$ cat config.mk
export PLATFORM = sky130hd
export DESIGN_NAME = multiturn_angle_tracker_top
export DESIGN_NICKNAME = d
export VERILOG_FILES = /design/src/hdl/mat_pkg.sv /design/src/hdl/mat_reply.sv /design/src/hdl/multiturn_angle_tracker_top.sv
export SDC_FILE = /design/constraint.sdc
export NUM_CORES = 1
export LEC_CHECK = 0
export BUFFER_PORTS_ARGS = -buffer_cell sky130_fd_sc_hd__buf_2
export CAP_MARGIN = 20
export CORE_UTILIZATION = 25
export DETAILED_ROUTE_END_ITERATION = 7
export MAX_ROUTING_LAYER = met4
export SLEW_MARGIN = 10
export SYNTH_ARGS = -nofsm -noshare
export SYNTH_HDL_FRONTEND = slang
export SYNTH_HIERARCHICAL = 1
export SYNTH_SLANG_ARGS = --single-unit
$ cat constraint.sdc
create_clock -name i_clk -period 7.8 [get_ports i_clk]
set_input_delay 0.78 -clock i_clk [delete_from_list [all_inputs] [get_ports i_clk]]
set_output_delay 0.78 -clock i_clk [all_outputs]
set_load 0.01 [all_outputs]
$ cat src/hdl/mat_pkg.sv
// Shared types and constants for the multiturn angle tracker.
// No dependencies; imported by mat_reply and multiturn_angle_tracker_top.
package mat_pkg;

    localparam int unsigned ANGLE_W = 16;
    localparam int unsigned CONT_W  = 32;
    localparam int unsigned SHIFT_W = 5;

    localparam logic [2:0] CFG_POLE_PAIRS   = 3'd0;
    localparam logic [2:0] CFG_ELEC_OFFSET  = 3'd1;
    localparam logic [2:0] CFG_START_ANGLE  = 3'd2;
    localparam logic [2:0] CFG_QUERY_CODE   = 3'd3;
    localparam logic [2:0] CFG_COMMAND_MASK = 3'd4;

    localparam logic [15:0] ANGLE_BIAS   = 16'd16384;
    localparam logic [15:0] WRAP_LOW     = 16'd8192;
    localparam logic [15:0] WRAP_HIGH    = 16'd24576;
    localparam logic [31:0] TURN_STEP    = 32'd32768;
    localparam logic [12:0] SPEED_SCALE  = 13'd6000;
    localparam int unsigned SPEED_SHIFT  = 15;
    localparam logic [6:0]  RATE_SCALE   = 7'd100;
    localparam logic [4:0]  SHIFT_MAX    = 5'd24;
    localparam logic [4:0]  SHIFT_RESET  = 5'd7;
    localparam logic [4:0]  UPPER_OFFSET = 5'd7;
    localparam logic [7:0]  TERMINATOR   = 8'd128;
    localparam int unsigned MARK_BIT     = 7;

    typedef struct packed {
        logic [6:0] query_code;
        logic [6:0] mask;
    } t_cmd_cfg;

    typedef struct packed {
        logic       valid;
        logic [6:0] upper;
        logic [6:0] lower;
        logic [6:0] checksum;
        logic [7:0] terminator;
    } t_reply;

endpackage

$ cat src/hdl/mat_reply.sv
// Command byte decode, reply shift update and position reply bytes.
// Depends on mat_pkg.
module mat_reply (
    input  logic                 i_cmd_valid,
    input  logic [7:0]           i_rx_first,
    input  logic [7:0]           i_rx_second,
    input  logic [7:0]           i_rx_third,
    input  mat_pkg::t_cmd_cfg    i_cfg,
    input  logic [4:0]           i_shift,
    input  logic [31:0]          i_continuous,
    output logic [4:0]           o_shift,
    output mat_pkg::t_reply      o_reply
);
    import mat_pkg::*;

    logic [6:0]  code;
    logic [13:0] raw;
    logic [4:0]  up_amt;
    logic [31:0] up_full;
    logic [31:0] lo_full;
    logic [6:0]  sum;

    always_comb begin
        priority if (i_rx_first[MARK_BIT]) begin
            code = i_rx_first[6:0] & i_cfg.mask;
            raw  = {i_rx_second[6:0], i_rx_third[6:0]} | {6'd0, i_rx_third[MARK_BIT], 7'd0};
        end else if (i_rx_second[MARK_BIT]) begin
            code = i_rx_second[6:0] & i_cfg.mask;
            raw  = {i_rx_third[6:0], i_rx_first[6:0]};
        end else begin
            code = i_rx_third[6:0] & i_cfg.mask;
            raw  = {i_rx_first[6:0], i_rx_second[6:0]};
        end
    end

    always_comb begin
        o_shift = i_shift;
        if (i_cmd_valid && (code == i_cfg.query_code)) begin
            priority if (raw[13]) begin
                o_shift = 5'd0;
            end else if (raw[12:0] > 13'(SHIFT_MAX)) begin
                o_shift = SHIFT_MAX;
            end else begin
                o_shift = raw[4:0];
            end
        end
    end

    assign up_amt  = o_shift + UPPER_OFFSET;
    assign up_full = $signed(i_continuous) >>> up_amt;
    assign lo_full = $signed(i_continuous) >>> o_shift;
    assign sum     = up_full[6:0] + lo_full[6:0];

    always_comb begin
        o_reply = '0;
        if (i_cmd_valid) begin
            o_reply.valid      = 1'b1;
            o_reply.upper      = up_full[6:0];
            o_reply.lower      = lo_full[6:0];
            o_reply.checksum   = sum;
            o_reply.terminator = TERMINATOR;
        end
    end

endmodule

$ cat src/hdl/multiturn_angle_tracker_top.sv
// Top level of the multiturn angle tracker: input register, state update and result register.
// Depends on mat_pkg and mat_reply.
//
// Each accepted transaction is one control loop. It is registered on acceptance, processed
// in a single pass against the tracker state and then lands in the result register. One
// transaction can be accepted every cycle while the result register is empty or being read
// (the input register refills while the result register drains). The mechanical angle
// is the shift-FILTER_SHIFT accumulator output taken before the new sample is added. Wraps of
// the filtered angle keep a turn offset for the continuous angle; a command produces a
// four-byte position reply and a tick latches speed and loop rate. There is no clearing
// pass after reset; configuration writes take effect on the next cycle.
module multiturn_angle_tracker_top #(
    parameter int unsigned FILTER_SHIFT = 4
) (
    input  logic        i_clk,
    input  logic        i_rst_n,
    input  logic        i_cfg_we,
    input  logic [2:0]  i_cfg_index,
    input  logic [15:0] i_cfg_data,
    input  logic        i_in_valid,
    output logic        o_in_ready,
    input  logic [7:0]  i_sensor_high,
    input  logic [7:0]  i_sensor_low,
    input  logic        i_command_valid,
    input  logic [7:0]  i_rx_first,
    input  logic [7:0]  i_rx_second,
    input  logic [7:0]  i_rx_third,
    input  logic        i_tick,
    output logic        o_out_valid,
    input  logic        i_out_ready,
    output logic [14:0] o_electrical_angle,
    output logic signed [31:0] o_continuous_angle,
    output logic signed [31:0] o_speed_rpm,
    output logic        o_reply_valid,
    output logic [6:0]  o_reply_upper,
    output logic [6:0]  o_reply_lower,
    output logic [6:0]  o_reply_checksum,
    output logic [7:0]  o_reply_terminator,
    output logic [15:0] o_loop_rate
);
    import mat_pkg::*;

    localparam int unsigned SUM_W = 17 + FILTER_SHIFT;

    logic [5:0]  r_pole_pairs;
    logic [14:0] r_elec_offset;
    t_cmd_cfg    r_cmd_cfg;

    logic        r_in_vld;
    logic [7:0]  r_sensor_high;
    logic [7:0]  r_sensor_low;
    logic        r_command_valid;
    logic [7:0]  r_rx_first;
    logic [7:0]  r_rx_second;
    logic [7:0]  r_rx_third;
    logic        r_tick;

    logic [SUM_W-1:0] r_filter_sum;
    logic [15:0] r_prev_angle;
    logic [31:0] r_turn_offset;
    logic [31:0] r_last_cont;
    logic [31:0] r_speed_hold;
    logic [15:0] r_loop_counter;
    logic [15:0] r_rate_hold;
    logic [4:0]  r_reply_shift;

    logic        r_out_vld;
    logic [14:0] r_elec;
    logic [31:0] r_cont;
    t_reply      r_reply;

    logic             advance;
    logic [15:0]      sample;
    logic [15:0]      angle;
    logic [SUM_W-1:0] n_filter_sum;
    logic [20:0]      elec_prod;
    logic [14:0]      n_elec;
    logic [31:0]      n_turn_offset;
    logic [31:0]      n_cont;
    logic [4:0]       n_reply_shift;
    t_reply           n_reply;
    logic [31:0]      cont_diff;
    logic [44:0]      speed_prod;
    logic [31:0]      speed_shr;
    logic [15:0]      loop_next;
    logic [22:0]      rate_prod;

    assign advance    = r_in_vld && (!r_out_vld || i_out_ready);
    assign o_in_ready = !r_in_vld || advance;

    assign sample       = {r_sensor_high, r_sensor_low} + ANGLE_BIAS;
    assign angle        = r_filter_sum[FILTER_SHIFT +: ANGLE_W];
    assign n_filter_sum = r_filter_sum - SUM_W'(angle) + SUM_W'(sample);

    assign elec_prod = angle[14:0] * r_pole_pairs;
    assign n_elec    = elec_prod[14:0] - r_elec_offset;

    always_comb begin
        priority if ((r_prev_angle < WRAP_LOW) && (angle > WRAP_HIGH)) begin
            n_turn_offset = r_turn_offset - TURN_STEP;
        end else if ((angle < WRAP_LOW) && (r_prev_angle > WRAP_HIGH)) begin
            n_turn_offset = r_turn_offset + TURN_STEP;
        end else begin
            n_turn_offset = r_turn_offset;
        end
    end

    assign n_cont = {16'd0, angle} + n_turn_offset;

    mat_reply u_reply (
        .i_cmd_valid  (r_command_valid),
        .i_rx_first   (r_rx_first),
        .i_rx_second  (r_rx_second),
        .i_rx_third   (r_rx_third),
        .i_cfg        (r_cmd_cfg),
        .i_shift      (r_reply_shift),
        .i_continuous (n_cont),
        .o_shift      (n_reply_shift),
        .o_reply      (n_reply)
    );

    assign cont_diff  = n_cont - r_last_cont;
    assign speed_prod = cont_diff * SPEED_SCALE;
    assign speed_shr  = $signed(speed_prod[31:0]) >>> SPEED_SHIFT;
    assign loop_next  = r_loop_counter + 16'd1;
    assign rate_prod  = loop_next * RATE_SCALE;

    always_ff @(posedge i_clk) begin
        if (!i_rst_n) begin
            r_pole_pairs       <= 6'd1;
            r_elec_offset      <= '0;
            r_cmd_cfg.query_code <= '0;
            r_cmd_cfg.mask     <= 7'h7F;
        end else if (i_cfg_we) begin
            unique case (i_cfg_index)
                CFG_POLE_PAIRS:   r_pole_pairs         <= i_cfg_data[5:0];
                CFG_ELEC_OFFSET:  r_elec_offset        <= i_cfg_data[14:0];
                CFG_QUERY_CODE:   r_cmd_cfg.query_code <= i_cfg_data[6:0];
                CFG_COMMAND_MASK: r_cmd_cfg.mask       <= i_cfg_data[6:0];
                default: begin
                end
            endcase
        end
    end

    always_ff @(posedge i_clk) begin
        if (!i_rst_n) begin
            r_in_vld <= 1'b0;
        end else if (o_in_ready) begin
            r_in_vld <= i_in_valid;
        end
    end

    always_ff @(posedge i_clk) begin
        if (i_in_valid && o_in_ready) begin
            r_sensor_high   <= i_sensor_high;
            r_sensor_low    <= i_sensor_low;
            r_command_valid <= i_command_valid;
            r_rx_first      <= i_rx_first;
            r_rx_second     <= i_rx_second;
            r_rx_third      <= i_rx_third;
            r_tick          <= i_tick;
        end
    end

    always_ff @(posedge i_clk) begin
        if (!i_rst_n) begin
            r_filter_sum   <= '0;
            r_prev_angle   <= '0;
            r_turn_offset  <= '0;
            r_last_cont    <= '0;
            r_speed_hold   <= '0;
            r_loop_counter <= '0;
            r_rate_hold    <= '0;
            r_reply_shift  <= SHIFT_RESET;
        end else begin
            if (i_cfg_we && (i_cfg_index == CFG_START_ANGLE)) begin
                r_prev_angle <= i_cfg_data;
            end else if (advance) begin
                r_prev_angle <= angle;
            end
            if (advance) begin
                r_filter_sum  <= n_filter_sum;
                r_turn_offset <= n_turn_offset;
                r_reply_shift <= n_reply_shift;
                if (r_tick) begin
                    r_speed_hold   <= speed_shr;
                    r_last_cont    <= n_cont;
                    r_rate_hold    <= rate_prod[15:0];
                    r_loop_counter <= '0;
                end else begin
                    r_loop_counter <= loop_next;
                end
            end
        end
    end

    always_ff @(posedge i_clk) begin
        if (!i_rst_n) begin
            r_out_vld <= 1'b0;
        end else if (advance) begin
            r_out_vld <= 1'b1;
        end else if (i_out_ready) begin
            r_out_vld <= 1'b0;
        end
    end

    always_ff @(posedge i_clk) begin
        if (advance) begin
            r_elec  <= n_elec;
            r_cont  <= n_cont;
            r_reply <= n_reply;
        end
    end

    assign o_out_valid        = r_out_vld;
    assign o_electrical_angle = r_elec;
    assign o_continuous_angle = r_cont;
    assign o_speed_rpm        = r_speed_hold;
    assign o_reply_valid      = r_reply.valid;
    assign o_reply_upper      = r_reply.upper;
    assign o_reply_lower      = r_reply.lower;
    assign o_reply_checksum   = r_reply.checksum;
    assign o_reply_terminator = r_reply.terminator;
    assign o_loop_rate        = r_rate_hold;

endmodule
==> results_dict.tcl <==
set metrics [dict create \
    status "complete, but fails checks" \
    violations "DRC" \
    worstHoldStart "i_command_valid" \
    clock_path_buffers 3 \
    ys_types 103 \
    drv_slew 0 \
    ys.flop_type "dfxtp_1" \
    netlist_area_sq_mm 0.0255 \
    antenna_found_initial 5 \
    portBuffers 190 \
    syn_avg_cell_area_sq_um 9.05 \
    crit_required_ns 8.26 \
    synth_compound_area_share_pct 14.1 \
    r2r-end "o_speed_rpm[16]" \
    critPathLaunch "r_filter_sum[19]" \
    layout_commonest_cell "inv_1" \
    drive_gt1_share_pct 17.0 \
    muxShareOfSynthArea_pct 6.45 \
    grt_start_max_net_pins 70 \
    hold_end "r_command_valid" \
    worst_slew_pin_slew_ns 1.19 \
    drt_first_pass_iters 8 \
    synth_xor_area_share_pct 5.44 \
    synth-simple-area-share_pct 14.3 \
    die_area_sq_mm 0.103 \
    max-slew-margin-rel_pct 18.3 \
    hp-class "in -> reg" \
    reg2reg_depth 35 \
    drc_errors 1 \
    yosysWarnings 6 \
    worst_r2r_startpoint "r_filter_sum[19]" \
    clk_pin_slew_worst_paths_ns 0.06 \
    io_pins 193 \
    vias_per_cell 4.74 \
    criticalPathCategory "reg -> reg" \
    finalSetupViolCount 0 \
    ctsHtreeMaxLevel 2 \
    grt_pass1_vias 20300 \
    multi_input_area_sq_mm 0.0166 \
    gp_congestion 0.929 \
    grt_first_pass_wirelength_mm 119 \
    ys_seq_elements 287 \
    crit_arrival_ns 7.97 \
    cp_slowest_stage_delay_ns 0.54 \
    fin_crit_ns 7.51 \
    max_cap_violations 0 \
    hold_violations 0 \
    ant_nets 0 \
    overflow 0 \
    rrSetupSlack_ns 0.29 \
    synthArstFlopShare_pct 0 \
    hpwl_mm 58.3 \
    holdPathStages 1 \
    dr_total_vias 21000 \
    crit_slowest_cell "fa_1" \
    track_usage_pct 15.2 \
    critical_path.endpoint_type "register" \
    rows 116 \
    clock.fmax_ghz 0.133 \
    synth_edf_count 119 \
    coreArea_sq_mm 0.101 \
    clkSinkCount 287 \
    die_w_um 321 \
    ys_seq_area_share_pct 27.2 \
    fill_cells 10500 \
    fp.dieH_um 321 \
    drtIter0Drc 1849 \
    nets 3469 \
    finalSetupTns_ns 0 \
    cts_tree "built" \
    cts_buffers 39 \
    start_kind "register" \
    avgRoutedWirePerCell_um 17.6 \
    clk-insertion-delay-late_ns 0.59 \
    synth_top_family_by_area "adder cells" \
    mostFrequentLayoutCells "inv_1 (407), nand2_1 (326), buf_2 (190)" \
    clock_skew_ns 0.0334 \
    cp_max_fo 6 \
    clockRootBuffer "clkbuf_16" \
    wirelength_mm 77.8 \
    seqCellArea_sq_mm 0.00694 \
    min_period_over_period_pct 96.3 \
    start_util_pct 25.4 \
    synth_fa_ha_area_share_pct 23.3 \
    area_growth_pct 17.8 \
    syn_inst 2819 \
    fin_util_pct 29.9 \
]
worst max-delay path: cells and delay by family (launching register included):
| family | cells | cell delay [ns] |
|---|---|---|
| fa+ha+maj | 8 | 3.03 |
| simple gates | 10 | 1.54 |
| compound gates | 8 | 1.37 |
| xor+xnor | 3 | 0.58 |
| buf+inv | 6 | 0.55 |
| flops | 1 | 0.32 |
cell type report:
class,instances,share of cell area [%]
antenna,4,0.0333
clock buffer,57,3.89
clock inverter,14,0.575
inverter,418,5.24
multi-input combinational,1972,55.1
sequential,287,23.1
tap,1357,5.65
timing repair buffer,319,6.41
what timing repair did:
item                       CTS  global route
hold buffers                 0             0
setup endpoints to repair    0             5
setup buffers                0            10
gates resized for setup      0            46
per-layer routing:
layer	part of all wire [%]	track usage, %	wire, um	up-vias
li1	-	-	-	9949
met1	46	21.0	35700	10100
met2	44	22.9	34400	754
met3	7.2	2.58	5640	145
met4	2.7	4.23	2110	0
met5	0	-	0	-
sequential cells by signal, summed over array words and instances, names as in the netlist, 5 cells and up, named ones only:
name,cells
o_loop_rate,14
r_rx_second,8
o_reply_upper,7
r_sensor_low,8
r_loop_counter,14
r_rx_first,8
o_electrical_angle,15
o_reply_checksum,7
o_speed_rpm,17
r_prev_angle,16
o_continuous_angle,32
r_last_cont,28
o_reply_lower,7
r_turn_offset,16
r_elec_offset,15
r_reply_shift,5
r_cmd_cfg,14
r_pole_pairs,6
r_sensor_high,8
r_rx_third,8
r_filter_sum,20
o_reply_terminator,8
how the worst max path moves through the flow:
stage | cells after the start | to | slack [ns]
floorplan | 34 | o_speed_rpm[16] | 0.03
global placement | 32 | o_speed_rpm[16] | 0.12
detailed placement | 34 | o_speed_rpm[16] | 0.04
CTS | 34 | o_speed_rpm[16] | 0.01
global route | 35 | o_speed_rpm[16] | -0.04
finish | 35 | o_speed_rpm[16] | 0.29
cell usage after synthesis (48+ instances only):
cell type  instances  area, sq um
xnor2_1           92          806
mux2i_1           77          771
edfxtp_1         119         3570
clkbuf_1          82          308
fa_1             181         3620
ha_1             185         2310
nand2_1          328         1230
and2_1            48          300
nor2_1           152          571
dfxtp_1          168         3360
o21ai_0           88          440
xor2_1            53          464
nand3_1           60          300
inv_1            410         1540
a21oi_1          183          916
per-stage QoR:
stage | worst slack, ns | instance area [sq um] | cells | hold WS, ns
2_1_floorplan | 0.0312 | 25600 | 2826 | 0.432
3_3_place_gp | 0.119 | 28400 | 4342 | 0.437
3_5_place_dp | 0.0429 | 28400 | 4343 | 0.442
4_1_cts | 0.0101 | 29700 | 4414 | 0.330
5_1_grt | -0.0446 | 30000 | 4427 | 0.342
6_report | 0.292 | 30000 | 4428 | 0.369
cells by family (layout without fill, tap and decap cells):
group,count (synthesis),after routing
adder cells (fa/ha/maj),366,366
flip-flops,287,287
buffers and inverters,567,808
XOR/XNOR,151,151
AND/OR/NAND/NOR,776,776
multiplexers,123,123
other,2,13
AO/OA/AOI/OAI,547,547
Power is left out: the tool's default activity adds up to more than one toggle a clock period on the data nets, which glitch-free logic cannot reach.
